$ cat src/rtl/nnpd_pkg.sv
package nnpd_pkg;

	localparam int MAX_DIM   = 16384;
	localparam int DIM_W     = 15;
	localparam int COORD_W   = 14;
	localparam int PIXEL_W   = 32;
	localparam int THR_W     = 29;
	localparam int PROD_W    = 2 * DIM_W;
	localparam int NUM_W     = 30;
	localparam int DEN_W     = DIM_W + 1;
	localparam int TGT_W     = DIM_W + 1;
	localparam int REM_W     = DEN_W;
	localparam int CFG_IDX_W = 2;
	localparam int CFG_W     = THR_W;
	localparam int DIV_STEPS = NUM_W;
	localparam int STEP_W    = $clog2(DIV_STEPS);

	localparam logic [DIM_W-1:0] DIM_MAX_VAL   = DIM_W'(MAX_DIM);
	localparam logic [DIM_W-1:0] RST_WIDTH     = DIM_W'(1);
	localparam logic [DIM_W-1:0] RST_HEIGHT    = DIM_W'(1);
	localparam logic [DIM_W-1:0] RST_MAX_SIDE  = DIM_W'(1536);
	localparam logic [THR_W-1:0] RST_THRESHOLD = THR_W'(25000000);

	typedef enum logic [CFG_IDX_W-1:0] {
		REG_SOURCE_WIDTH    = 2'd0,
		REG_SOURCE_HEIGHT   = 2'd1,
		REG_MAX_LONG_SIDE   = 2'd2,
		REG_PIXEL_THRESHOLD = 2'd3
	} cfg_reg_t;

	// which quotient the shared divider is producing
	typedef enum logic [1:0] {
		OP_PW  = 2'd0,
		OP_PH  = 2'd1,
		OP_COL = 2'd2,
		OP_ROW = 2'd3
	} div_op_t;

	typedef struct packed {
		logic    clamp;
		logic    prod;
		logic    prep;
		logic    div_load;
		logic    div_step;
		logic    div_store;
		logic    frame_init;
		logic    run;
		div_op_t div_op;
	} ctrl_cmd_t;

	typedef struct packed {
		logic div_done;
	} dp_status_t;

	function automatic logic [DIM_W-1:0] clamp_dim(input logic [DIM_W-1:0] v);
		logic [DIM_W-1:0] r;
		if (v == '0) begin
			r = DIM_W'(1);
		end else if (v > DIM_MAX_VAL) begin
			r = DIM_MAX_VAL;
		end else begin
			r = v;
		end
		return r;
	endfunction

endpackage

$ cat src/rtl/nnpd_div.sv
module nnpd_div (
	input  logic                        clk,
	input  logic                        arst_n,
	input  logic                        load,
	input  logic                        step,
	input  logic [nnpd_pkg::NUM_W-1:0]  dividend,
	input  logic [nnpd_pkg::DEN_W-1:0]  divisor,
	output logic [nnpd_pkg::NUM_W-1:0]  quotient,
	output logic [nnpd_pkg::DEN_W-1:0]  remainder,
	output logic                        done
);
	import nnpd_pkg::*;

	logic [NUM_W-1:0]  quo_q;
	logic [DEN_W-1:0]  rem_q;
	logic [DEN_W-1:0]  div_q;
	logic [STEP_W-1:0] cnt_q;
	logic [DEN_W:0]    trial;
	logic [DEN_W:0]    diff;
	logic              ge;

	assign trial = {rem_q, quo_q[NUM_W-1]};
	assign ge    = trial >= {1'b0, div_q};
	assign diff  = trial - {1'b0, div_q};

	always_ff @(posedge clk or negedge arst_n) begin
		if (!arst_n) begin
			cnt_q <= '0;
		end else if (load) begin
			cnt_q <= STEP_W'(DIV_STEPS - 1);
		end else if (step && cnt_q != '0) begin
			cnt_q <= cnt_q - 1'b1;
		end
	end

	// restoring division, one quotient bit per cycle while step is high
	always_ff @(posedge clk) begin
		if (load) begin
			quo_q <= dividend;
			rem_q <= '0;
			div_q <= divisor;
		end else if (step) begin
			quo_q <= {quo_q[NUM_W-2:0], ge};
			rem_q <= ge ? diff[DEN_W-1:0] : trial[DEN_W-1:0];
		end
	end

	assign quotient  = quo_q;
	assign remainder = rem_q;
	assign done      = (cnt_q == '0);

endmodule

$ cat src/rtl/nnpd_ctrl.sv
module nnpd_ctrl (
	input  logic                   clk,
	input  logic                   arst_n,
	input  logic                   cfg_write_en,
	input  nnpd_pkg::dp_status_t   status,
	output nnpd_pkg::ctrl_cmd_t    cmd
);
	import nnpd_pkg::*;

	typedef enum logic [7:0] {
		ST_CLAMP = 8'b0000_0001,
		ST_PROD  = 8'b0000_0010,
		ST_PREP  = 8'b0000_0100,
		ST_LOAD  = 8'b0000_1000,
		ST_STEP  = 8'b0001_0000,
		ST_STORE = 8'b0010_0000,
		ST_INIT  = 8'b0100_0000,
		ST_RUN   = 8'b1000_0000
	} state_t;

	state_t  state_q, state_d;
	div_op_t op_q, op_d, op_next;

	always_comb begin
		unique case (op_q)
			OP_PW:   op_next = OP_PH;
			OP_PH:   op_next = OP_COL;
			OP_COL:  op_next = OP_ROW;
			OP_ROW:  op_next = OP_PW;
			default: op_next = OP_PW;
		endcase
	end

	always_comb begin
		state_d = state_q;
		op_d    = op_q;
		priority if (cfg_write_en) begin
			state_d = ST_CLAMP;
		end else begin
			unique case (state_q)
				ST_CLAMP: state_d = ST_PROD;
				ST_PROD:  state_d = ST_PREP;
				ST_PREP: begin
					state_d = ST_LOAD;
					op_d    = OP_PW;
				end
				ST_LOAD:  state_d = ST_STEP;
				ST_STEP: begin
					if (status.div_done) begin
						state_d = ST_STORE;
					end
				end
				ST_STORE: begin
					if (op_q == OP_ROW) begin
						state_d = ST_INIT;
					end else begin
						state_d = ST_LOAD;
						op_d    = op_next;
					end
				end
				ST_INIT:  state_d = ST_RUN;
				ST_RUN:   state_d = ST_RUN;
				default:  state_d = ST_CLAMP;
			endcase
		end
	end

	always_ff @(posedge clk or negedge arst_n) begin
		if (!arst_n) begin
			state_q <= ST_CLAMP;
			op_q    <= OP_PW;
		end else begin
			state_q <= state_d;
			op_q    <= op_d;
		end
	end

	always_comb begin
		cmd            = '0;
		cmd.div_op     = op_q;
		cmd.clamp      = (state_q == ST_CLAMP);
		cmd.prod       = (state_q == ST_PROD);
		cmd.prep       = (state_q == ST_PREP);
		cmd.div_load   = (state_q == ST_LOAD);
		cmd.div_step   = (state_q == ST_STEP);
		cmd.div_store  = (state_q == ST_STORE);
		cmd.frame_init = (state_q == ST_INIT);
		cmd.run        = (state_q == ST_RUN) && !cfg_write_en;
	end

endmodule

$ cat src/rtl/nnpd_dp.sv
module nnpd_dp (
	input  logic                          clk,
	input  logic                          arst_n,
	input  nnpd_pkg::ctrl_cmd_t           cmd,
	output nnpd_pkg::dp_status_t          status,
	input  logic                          cfg_write_en,
	input  logic [nnpd_pkg::CFG_IDX_W-1:0] cfg_index,
	input  logic [nnpd_pkg::CFG_W-1:0]    cfg_data,
	input  logic                          in_valid,
	output logic                          in_stall,
	input  logic [nnpd_pkg::PIXEL_W-1:0]  pixel_value,
	output logic                          out_valid,
	input  logic                          out_stall,
	output logic [nnpd_pkg::PIXEL_W-1:0]  pixel_value_out,
	output logic                          last_in_row,
	output logic                          last_in_frame,
	output logic                          preview_active
);
	import nnpd_pkg::*;

	typedef struct packed {
		logic [TGT_W-1:0] t;
		logic [REM_W-1:0] r;
	} axis_pos_t;

	function automatic axis_pos_t advance(input logic [TGT_W-1:0] t,
		input logic [REM_W-1:0] r, input logic [TGT_W-1:0] sq,
		input logic [REM_W-1:0] sr, input logic [DEN_W-1:0] den);
		axis_pos_t        p;
		logic [REM_W:0]   sum;
		sum = {1'b0, r} + {1'b0, sr};
		if (sum >= {1'b0, den}) begin
			p.r = REM_W'(sum - {1'b0, den});
			p.t = t + sq + 1'b1;
		end else begin
			p.r = sum[REM_W-1:0];
			p.t = t + sq;
		end
		return p;
	endfunction

	// configuration registers
	logic [DIM_W-1:0] width_q, height_q, max_side_q;
	logic [THR_W-1:0] thr_q;

	// frame setup values
	logic [DIM_W-1:0]  eff_w_q, eff_h_q, eff_m_q, longest_q;
	logic [PROD_W-1:0] wh_q, wm_q, hm_q;
	logic [NUM_W-1:0]  num_w_q, num_h_q;
	logic [DEN_W-1:0]  den_l_q;
	logic              reducing_q;
	logic [DIM_W-1:0]  pw_q, ph_q;
	logic [DEN_W-1:0]  col_den_q, row_den_q;
	logic [TGT_W-1:0]  col_t0_q, row_t0_q, col_sq_q, row_sq_q;
	logic [REM_W-1:0]  col_r0_q, row_r0_q, col_sr_q, row_sr_q;

	// frame position
	logic [COORD_W-1:0] src_col_q, src_row_q, out_col_q;
	logic [DIM_W-1:0]   out_row_q;
	logic [TGT_W-1:0]   tgt_col_q, tgt_row_q;
	logic [REM_W-1:0]   col_rem_q, row_rem_q;

	// output register
	logic               out_valid_q;
	logic [PIXEL_W-1:0] pix_q;
	logic               row_last_q, frame_last_q, active_q;

	// divider hookup
	logic [NUM_W-1:0] div_dividend;
	logic [DEN_W-1:0] div_divisor;
	logic [NUM_W-1:0] div_quo;
	logic [DEN_W-1:0] div_rem;
	logic             div_done;
	logic [DEN_W-1:0] axis_den;
	logic [DIM_W-1:0] side_q;
	logic [DEN_W:0]   rem_x2;
	logic             rem_wrap;
	logic [TGT_W-1:0] step_q;
	logic [REM_W-1:0] step_r;

	// per item signals
	logic             accept;
	logic [DIM_W-1:0] w_last, h_last, pw_last, ph_last;
	logic [TGT_W-1:0] tc, tr;
	logic             row_end, frame_end, hit, emit, orow_end;
	axis_pos_t        col_next, row_next;

	always_ff @(posedge clk or negedge arst_n) begin
		if (!arst_n) begin
			width_q    <= RST_WIDTH;
			height_q   <= RST_HEIGHT;
			max_side_q <= RST_MAX_SIDE;
			thr_q      <= RST_THRESHOLD;
		end else if (cfg_write_en) begin
			unique case (cfg_reg_t'(cfg_index))
				REG_SOURCE_WIDTH:    width_q    <= cfg_data[DIM_W-1:0];
				REG_SOURCE_HEIGHT:   height_q   <= cfg_data[DIM_W-1:0];
				REG_MAX_LONG_SIDE:   max_side_q <= cfg_data[DIM_W-1:0];
				REG_PIXEL_THRESHOLD: thr_q      <= cfg_data[THR_W-1:0];
				default: ;
			endcase
		end
	end

	// divider operand selection
	assign axis_den = (cmd.div_op == OP_COL) ? {pw_q, 1'b0} : {ph_q, 1'b0};
	assign side_q   = (cmd.div_op == OP_COL) ? eff_w_q : eff_h_q;

	always_comb begin
		unique case (cmd.div_op)
			OP_PW: begin
				div_dividend = num_w_q;
				div_divisor  = den_l_q;
			end
			OP_PH: begin
				div_dividend = num_h_q;
				div_divisor  = den_l_q;
			end
			OP_COL, OP_ROW: begin
				div_dividend = NUM_W'(side_q);
				div_divisor  = axis_den;
			end
			default: begin
				div_dividend = num_w_q;
				div_divisor  = den_l_q;
			end
		endcase
	end

	nnpd_div u_div (
		.clk       (clk),
		.arst_n    (arst_n),
		.load      (cmd.div_load),
		.step      (cmd.div_step),
		.dividend  (div_dividend),
		.divisor   (div_divisor),
		.quotient  (div_quo),
		.remainder (div_rem),
		.done      (div_done)
	);

	assign status.div_done = div_done;

	// step of 2*side over den, derived from side / den
	assign rem_x2   = {div_rem, 1'b0};
	assign rem_wrap = rem_x2 >= {1'b0, axis_den};
	assign step_q   = TGT_W'({div_quo, 1'b0}) + TGT_W'(rem_wrap);
	assign step_r   = rem_wrap ? REM_W'(rem_x2 - {1'b0, axis_den}) : rem_x2[REM_W-1:0];

	always_ff @(posedge clk) begin
		if (cmd.clamp) begin
			eff_w_q <= clamp_dim(width_q);
			eff_h_q <= clamp_dim(height_q);
			eff_m_q <= clamp_dim(max_side_q);
		end
		if (cmd.prod) begin
			wh_q      <= PROD_W'(eff_w_q) * PROD_W'(eff_h_q);
			wm_q      <= PROD_W'(eff_w_q) * PROD_W'(eff_m_q);
			hm_q      <= PROD_W'(eff_h_q) * PROD_W'(eff_m_q);
			longest_q <= (eff_w_q > eff_h_q) ? eff_w_q : eff_h_q;
		end
		if (cmd.prep) begin
			reducing_q <= (wh_q >= PROD_W'(thr_q)) && (longest_q > eff_m_q);
			num_w_q    <= NUM_W'({wm_q, 1'b0}) + NUM_W'(longest_q);
			num_h_q    <= NUM_W'({hm_q, 1'b0}) + NUM_W'(longest_q);
			den_l_q    <= {longest_q, 1'b0};
		end
		if (cmd.div_store) begin
			unique case (cmd.div_op)
				OP_PW: begin
					if (!reducing_q) begin
						pw_q <= eff_w_q;
					end else if (div_quo == '0) begin
						pw_q <= DIM_W'(1);
					end else begin
						pw_q <= div_quo[DIM_W-1:0];
					end
				end
				OP_PH: begin
					if (!reducing_q) begin
						ph_q <= eff_h_q;
					end else if (div_quo == '0) begin
						ph_q <= DIM_W'(1);
					end else begin
						ph_q <= div_quo[DIM_W-1:0];
					end
				end
				OP_COL: begin
					col_den_q <= axis_den;
					col_t0_q  <= div_quo[TGT_W-1:0];
					col_r0_q  <= div_rem;
					col_sq_q  <= step_q;
					col_sr_q  <= step_r;
				end
				OP_ROW: begin
					row_den_q <= axis_den;
					row_t0_q  <= div_quo[TGT_W-1:0];
					row_r0_q  <= div_rem;
					row_sq_q  <= step_q;
					row_sr_q  <= step_r;
				end
				default: ;
			endcase
		end
	end

	// item path
	assign accept    = in_valid && !in_stall;
	assign in_stall  = !(cmd.run && (!out_valid_q || !out_stall));
	assign w_last    = eff_w_q - 1'b1;
	assign h_last    = eff_h_q - 1'b1;
	assign pw_last   = pw_q - 1'b1;
	assign ph_last   = ph_q - 1'b1;
	assign tc        = (tgt_col_q < TGT_W'(w_last)) ? tgt_col_q : TGT_W'(w_last);
	assign tr        = (tgt_row_q < TGT_W'(h_last)) ? tgt_row_q : TGT_W'(h_last);
	assign row_end   = (DIM_W'(src_col_q) == w_last);
	assign frame_end = row_end && (DIM_W'(src_row_q) == h_last);
	assign hit       = (TGT_W'(src_col_q) == tc) && (TGT_W'(src_row_q) == tr)
		&& (out_row_q < ph_q);
	assign emit      = !reducing_q || hit;
	assign orow_end  = (DIM_W'(out_col_q) == pw_last);
	assign col_next  = advance(tgt_col_q, col_rem_q, col_sq_q, col_sr_q, col_den_q);
	assign row_next  = advance(tgt_row_q, row_rem_q, row_sq_q, row_sr_q, row_den_q);

	always_ff @(posedge clk or negedge arst_n) begin
		if (!arst_n) begin
			src_col_q <= '0;
			src_row_q <= '0;
			out_col_q <= '0;
			out_row_q <= '0;
			tgt_col_q <= '0;
			tgt_row_q <= '0;
			col_rem_q <= '0;
			row_rem_q <= '0;
		end else if (cmd.frame_init || (accept && frame_end)) begin
			// restart the frame from the stored setup
			src_col_q <= '0;
			src_row_q <= '0;
			out_col_q <= '0;
			out_row_q <= '0;
			tgt_col_q <= col_t0_q;
			tgt_row_q <= row_t0_q;
			col_rem_q <= col_r0_q;
			row_rem_q <= row_r0_q;
		end else if (accept) begin
			if (row_end) begin
				src_col_q <= '0;
				src_row_q <= src_row_q + 1'b1;
			end else begin
				src_col_q <= src_col_q + 1'b1;
			end
			if (reducing_q && hit) begin
				if (orow_end) begin
					out_col_q <= '0;
					out_row_q <= out_row_q + 1'b1;
					tgt_col_q <= col_t0_q;
					col_rem_q <= col_r0_q;
					tgt_row_q <= row_next.t;
					row_rem_q <= row_next.r;
				end else begin
					out_col_q <= out_col_q + 1'b1;
					tgt_col_q <= col_next.t;
					col_rem_q <= col_next.r;
				end
			end
		end
	end

	always_ff @(posedge clk or negedge arst_n) begin
		if (!arst_n) begin
			out_valid_q <= 1'b0;
		end else if (accept) begin
			out_valid_q <= emit;
		end else if (!out_stall) begin
			out_valid_q <= 1'b0;
		end
	end

	always_ff @(posedge clk) begin
		if (accept && emit) begin
			pix_q        <= pixel_value;
			active_q     <= reducing_q;
			row_last_q   <= reducing_q ? orow_end : row_end;
			frame_last_q <= reducing_q ? (orow_end && (out_row_q == ph_last)) : frame_end;
		end
	end

	assign out_valid       = out_valid_q;
	assign pixel_value_out = pix_q;
	assign last_in_row     = row_last_q;
	assign last_in_frame   = frame_last_q;
	assign preview_active  = active_q;

endmodule

$ cat src/rtl/nearest_neighbor_preview_downscaler_core.sv
// Channel   Handshake             Payload
// config    cfg_write_en          cfg_index, cfg_data
// pixels in in_valid / in_stall   pixel_value
// pixels out out_valid / out_stall pixel_value_out, last_in_row, last_in_frame, preview_active
//
// Once set up, one item per cycle unless stalled; each item yields zero or one result.
// Frame setup runs a shared bit-serial divider four times after reset and
// after every register write, with in_stall held high.
// Frame wrap reuses the stored setup and does not stall the input.
// A single output register sits between the sides; in_stall rises when it is
// full and out_stall is high, and during a register write and frame setup.
module nearest_neighbor_preview_downscaler_core (
	input  logic                           clk,
	input  logic                           arst_n,
	input  logic                           cfg_write_en,
	input  logic [nnpd_pkg::CFG_IDX_W-1:0] cfg_index,
	input  logic [nnpd_pkg::CFG_W-1:0]     cfg_data,
	input  logic                           in_valid,
	output logic                           in_stall,
	input  logic [nnpd_pkg::PIXEL_W-1:0]   pixel_value,
	output logic                           out_valid,
	input  logic                           out_stall,
	output logic [nnpd_pkg::PIXEL_W-1:0]   pixel_value_out,
	output logic                           last_in_row,
	output logic                           last_in_frame,
	output logic                           preview_active
);
	import nnpd_pkg::*;

	ctrl_cmd_t  cmd;
	dp_status_t status;

	nnpd_ctrl u_ctrl (
		.clk          (clk),
		.arst_n       (arst_n),
		.cfg_write_en (cfg_write_en),
		.status       (status),
		.cmd          (cmd)
	);

	nnpd_dp u_dp (
		.clk             (clk),
		.arst_n          (arst_n),
		.cmd             (cmd),
		.status          (status),
		.cfg_write_en    (cfg_write_en),
		.cfg_index       (cfg_index),
		.cfg_data        (cfg_data),
		.in_valid        (in_valid),
		.in_stall        (in_stall),
		.pixel_value     (pixel_value),
		.out_valid       (out_valid),
		.out_stall       (out_stall),
		.pixel_value_out (pixel_value_out),
		.last_in_row     (last_in_row),
		.last_in_frame   (last_in_frame),
		.preview_active  (preview_active)
	);

endmodule

$ cat config.mk
export PLATFORM = sky130hd
export DESIGN_NAME = nearest_neighbor_preview_downscaler_core
export DESIGN_NICKNAME = d
export VERILOG_FILES = /design/src/rtl/nnpd_pkg.sv /design/src/rtl/nnpd_div.sv /design/src/rtl/nnpd_ctrl.sv /design/src/rtl/nnpd_dp.sv /design/src/rtl/nearest_neighbor_preview_downscaler_core.sv
export SDC_FILE = /design/constraint.sdc
export NUM_CORES = 2
export LEC_CHECK = 0
export ABC_CLOCK_PERIOD_IN_PS = 13400
export BUFFER_PORTS_ARGS = -buffer_cell sky130_fd_sc_hd__buf_2
export CELL_PAD_IN_SITES_DETAIL_PLACEMENT = 1
export CELL_PAD_IN_SITES_GLOBAL_PLACEMENT = 1
export CORE_ASPECT_RATIO = 2
export CORE_MARGIN = 4
export CORE_UTILIZATION = 40
export DETAILED_ROUTE_END_ITERATION = 7
export GPL_TIMING_DRIVEN = 0
export PLACE_DENSITY_LB_ADDON = 0.12
export SLEW_MARGIN = 20
export SYNTH_ARGS = -nofsm -noshare
export SYNTH_HDL_FRONTEND = slang
export SYNTH_SLANG_ARGS = --single-unit
$ cat constraint.sdc
create_clock -name clk -period 13.4 [get_ports clk]
set_input_delay 1.34 -clock clk [delete_from_list [all_inputs] [get_ports clk]]
set_output_delay 1.34 -clock clk [all_outputs]
set_load 0.03 [all_outputs]
# After elaboration in Yosys (flattened, before gate mapping)
# Index checks and enable logic that the tools add are counted.
[classes]
addsub = 22
mul = 3
n_lt_le_gt_ge = 13
eq_ne = 23
mux = 62
bitwise = 1
reduce_logical = 53
[op_table]
columns = ["operator", "n"]
rows = [
  ["16-bit 2-to-1 mux", 21],
  ["15-bit 2-to-1 mux", 12],
  ["14-bit 2-to-1 mux", 10],
  ["30-bit one-hot mux with 3 select lines", 1],
  ["17-bit by 16-bit >= comparator with 1-bit output", 4],
  ["32-bit 2-to-1 mux", 2],
  ["16-bit subtractor", 4],
  ["30-bit by 15-bit adder with 30-bit output", 2],
  ["30-bit 2-to-1 mux", 2],
  ["15-bit by 1-bit subtractor with 15-bit output, second input constant", 4],
  ["15-bit by 15-bit multiplier with 29-bit output", 2],
  ["8-bit one-hot mux with 7 select lines", 1],
  ["14-bit by 15-bit == test with 1-bit output", 3],
  ["15-bit greater-than comparator, second input constant", 3],
  ["15-bit zero test", 3],
  ["14-bit by 1-bit adder with 14-bit output, second input constant", 3],
  ["16-bit by 16-bit adder with 17-bit output", 2],
  ["16-bit by 1-bit adder with 16-bit output, second input constant", 2],
  ["16-bit adder", 2],
  ["14-bit by 16-bit == test with 1-bit output", 2],
  ["16-bit by 15-bit less-than comparator with 1-bit output", 2],
  ["16-bit one-hot mux with 2 select lines", 1],
  ["30-bit by 29-bit >= comparator with 1-bit output", 1],
  ["15-bit greater-than comparator", 2],
  ["38 further kinds", 86],
]
[totals]
reg_bits = 722

# Longest topological paths before layout
[logic_depth]
depth_word = 10
depth_mapped = 27

# Cells and area by module
# From an unflattened synthesis, not the netlist that was laid out.
[hier_totals]
hier_cells = 6276
area_unflattened_um2 = 61453.9
[by_module_without_submodules]
columns = ["mod", "instances", "cells_per_inst", "area_per_inst_um2"]
rows = [
  ["nnpd_dp", 1, 5915, 57362.5],
  ["nnpd_div", 1, 303, 3522.1],
  ["nnpd_ctrl", 1, 58, 569.3],
]

# Least setup slack after synthesis
# OpenSTA, ideal clock, no wires.
[synth_path]
kind = "flip-flop to flip-flop"
startpoint = "register u_ctrl.state_q[4]"
endpoint = "register u_ctrl.state_q[0]"
arrival_ns = 9.150
required_time_ns = 13.318
path_slack_ns = 4.168
path_stages_with_launch = 6
period_less_slack_ns = 9.232
cell_sequence = "dfrtp_1 > nor4_1 > nand2_1 > nor3b_1 > nor2_1 > a41o_1"
[synth_between]
elab_chain_len = 4
word_cells_on_any_way = 12
[synth_lines]
columns = ["element", "line", "text"]
rows = [
  ["start, declared", "nnpd_ctrl.sv:21", "state_t state_q, state_d;"],
  ["start signal, assigned", "nnpd_ctrl.sv:73", "state_q <= state_d;"],
  ["8-bit == test or 8-bit by 7-bit == test with 1-bit output (tied branches)", "nnpd_ctrl.sv:40", "unique case (state_q)"],
  ["2-bit OR reduction (no source line)", "--", ""],
  ["8-bit one-hot mux with 7 select lines", "nnpd_ctrl.sv:40", ""],
  ["8-bit 2-to-1 mux", "nnpd_ctrl.sv:37", "priority if (cfg_write_en) begin"],
]
# Parallel ways exist; a longest one is shown, timed or not.
# A chain may end at the register's enable or synchronous reset.

# Worst setup path in the final report
[layout_path]
startpoint = "register u_dp.eff_w_q[7]"
endpoint = "register u_dp.wm_q[27] (data pin)"
[layout_between]
elab_chain_len = 1
[layout_lines]
columns = ["element", "line", "text"]
rows = [
  ["start, declared", "nnpd_dp.sv:47", "logic [DIM_W-1:0] eff_w_q, eff_h_q, eff_m_q, longest_q;"],
  ["start signal, assigned", "nnpd_dp.sv:152", "eff_w_q <= clamp_dim(width_q);"],
  ["15-bit by 15-bit multiplier with 29-bit output", "nnpd_dp.sv:158", "wm_q <= PROD_W'(eff_w_q) * PROD_W'(eff_m_q);"],
  ["end signal, assigned", "nnpd_dp.sv:158", ""],
  ["end, declared", "nnpd_dp.sv:48", "logic [PROD_W-1:0] wh_q, wm_q, hm_q;"],
]
# Every way passes these cells.

==> flow_summary.yaml <==
status:
  status: "finished, final reports clean"
finish:
  syn_to_final_growth_pct: 9.885
  fin_util: 0.4432
  multi_input_area_um2: 37060
  final_common_cell: "inv_1"
  drive_gt1_frac: 0.07205
  mostFrequentLayoutCells: "inv_1, nor2_1, nand2_1, ha_1, fa_1"
  regArea_um2: 19370
  num-fill-cells: 17000
  fin_nets: 7558
synthesis:
  yosys_warnings: 0
  synth-main-ff-cell: "edfxtp_1"
  ys_seq_area_frac: 0.3200
  synthArstFlopShare: 0.3080
  synth_edf_count: 458
  synth_top_area_share: 0.2271
  syn_nets: 7343
  ys_ff_latch: 685
  avgSynthCellArea_um2: 9.753
  synthTopCellsByArea: "edfxtp_1, fa_1, ha_1"
  yosysUniqueCellTypes: 95
  syn_inst: 6209
  syn_area_um2: 60560
  post-synth-top-area-cell: "edfxtp_1"
route:
  drc: 0
  routed_wl_mm: 246.9
  drt-wirelength-per-cell_um: 29.33
  drtAntennaViolNets: 0
  num_vias: 48150
  drt_pass1_iterations: 7
  drt-initial-drc-count: 2295
  vias_per_cell: 5.721
floorplan:
  io_pins: 105
  dieArea_um2: 158100
  initial_core_util: 0.4033
  die_h_um: 558.3
  die_width_um: 283.1
  core.rowCount: 201
  core-area_um2: 150100
clock_network:
  clk_latency_ps: 690
  cts_hold_buf: 0
  cts_setup_buffers: 0
  cts_tree: "done"
  ctsResizeCount: 0
  cts_htree_levels: 3
  path_clk_slew_ps: 80
  cts_buffers: 71
  clk_root_buffer_cell: "clkbuf_16"
  cts_sinks: 685
  clk_path_buf_depth: 3
sta:
  finalHoldViolations: 0
  min_period_ps: 9941
  finalMaxSlewViolations: 0
  max_freq_mhz: 100.6
  relSlewSlack: 0.1664
  rsz0062_at_grt: "no"
  worstMarginPinSlew_ps: 1250
  fin_worst_skew_ps: 36.04
  fin_ws_ps: 3459
  setup_viol: 0
  min_period_over_period: 0.7419
setup_path:
  cpMostUsedCell: "fa_1"
  endpoint_kind: "register"
  worstPathMaxFanout: 10
  reg2reg_depth: 23
  cp_data_arrival_time_ps: 10370
  setup.worst_path.start_class: "register"
  critical_path_required_ps: 13830
  reg2reg_from: "u_dp.eff_w_q[7]"
  crit_chain: "clkbuf_2, clkinv_1, clkbuf_1, nor2_1, fa_1, inv_1, fa_1, inv_1, fa_1, fa_1, fa_1, fa_1, ha_1, a21o_1, a21o_1, or3_1, o211ai_1, a21boi_0, o21ai_0, a21boi_0, a31o_2, o41a_1, xor2_1"
  cp_top_family: "adder cells"
  path_depth: 23
  path_buf_inv: 5
  path_class: "register to register"
  slowest_stage: "o21ai_0"
  crit_start: "u_dp.eff_w_q[7]"
  max_stage_delay_ps: 880
global_routing:
  grt_pass1_wl_mm: 354.5
  antenna_found_initial: 10
  grt_max_degree: 83
  grt-ovfl-total: 0
  track_usage: 0.3095
  grt_pass1_vias: 53170
worst_hold_path:
  worst_hold_path.num_cells: 2
  hold_class: "register to register"
  hold_start: "u_dp.row_t0_q[15]"
placed_design:
  numPortBuffers: 103
  globalplace.congestion: 0.9999
  hpwl_mm: 205.5
  post-place-ws_ps: 3607
flow_run:
  maxCapViolCount: 0
per-stage QoR:
stage	TNS, ps	cells	area [µm²]	hold slack [ps]
after detailed placement	0	8279	64020	447.7
after global placement	-115430	8240	63480	436.9
after global routing	0	8411	66530	503.7
final	0	8416	66540	478.2
after floorplan	0	6209	60560	425.6
after CTS	0	8410	66520	477.0
worst paths after layout:
check | slack [ps] | end
worst max-delay path | 3460 | u_dp.wm_q[27]
worst min-delay path | 480 | u_dp.tgt_row_q[15]
worst max register to register | 3460 | u_dp.wm_q[27]
worst min register to register | 480 | u_dp.tgt_row_q[15]
max in group asynchronous | 11810 | u_dp.thr_q[6]
min in group asynchronous | 620 | u_dp.u_div.cnt_q[1]
synthesized netlist by cell type, types with 16 or more instances:
library cell  number
dfrtp_1          194
a21boi_0          17
buf_1             37
nor3_1           102
nor4_1            53
and3_1            57
o211ai_1          16
and2_1            54
a21oi_1          266
a211oi_1          26
nor2b_1           75
a31oi_1           20
xor2_1           128
o21ai_0          256
nand3_1           81
clkbuf_1         199
nand2b_1          26
a21o_1            86
o21bai_1          29
fa_1             509
xnor2_1          261
inv_1            817
mux2_2            93
dfstp_2           17
clkinv_1          16
ha_1             557
nor2_1           651
a22oi_1           21
mux2i_1           63
nand4_1           69
dfxtp_1           16
edfxtp_1         458
o31ai_1           19
or3_1             31
nand2_1          557
nand4b_1          16
o21a_1            40
a221oi_1          19
buf_2             17
tightest hold or removal path, delay by kind of cell, from the launching register on:
kind	cells	cell delay (ps)
DFF	1	330
AOI/OAI and AO/OA	1	60
and+or+nand+nor	1	50
logic make-up (layout without fill, tap and decap cells):
family | Yosys count | after routing | synth area share
AOI/OAI and AO/OA | 951 | 951 | 0.09916
xor gates and xnor gates | 394 | 394 | 0.05812
DFF | 685 | 685 | 0.3200
adders and majority gates | 1066 | 1066 | 0.2834
other | 0 | 6 | 0
muxes | 157 | 157 | 0.02796
buffers and inverters | 1096 | 1369 | 0.06899
and+or+nand+nor | 1860 | 1860 | 0.1425
per-layer routing:
metal / global-route usage / share of wire / up-vias
li1: - / - / 21330
met1: 0.2574 / 0.29 / 24530
met2: 0.5882 / 0.53 / 1406
met3: 0.04191 / 0.036 / 895
met4: 0.3446 / 0.14 / 0
met5: 0 / 0 / -
final cells by class:
cell class,instances,share of cell area
Antenna cell,6,0.0002256
Timing Repair Buffer,142,0.01452
Buffer,261,0.01621
Clock inverter,39,0.007841
Tap cell,1928,0.03625
Inverter,835,0.04710
Multi-Input combinational cell,4428,0.5570
Sequential cell,685,0.2912
Clock buffer,92,0.02973
state kept, by name (all words and copies together) (netlist names), 16 cells and up:
register	flops
u_dp.col_rem_q	16
u_dp.u_div.quotient	30
u_dp.wh_q	30
u_dp.tgt_row_q	16
u_dp.wm_q	29
u_dp.num_h_q	29
u_dp.row_r0_q	16
u_dp.tgt_col_q	16
u_dp.thr_q	29
u_dp.row_rem_q	16
u_dp.col_r0_q	16
u_dp.u_div.remainder	16
u_dp.pixel_value_out	32
u_dp.hm_q	29
u_dp.num_w_q	30
Power is left out: the tool's default activity adds up to more than one toggle a clock period on the data nets, which glitch-free logic cannot reach.
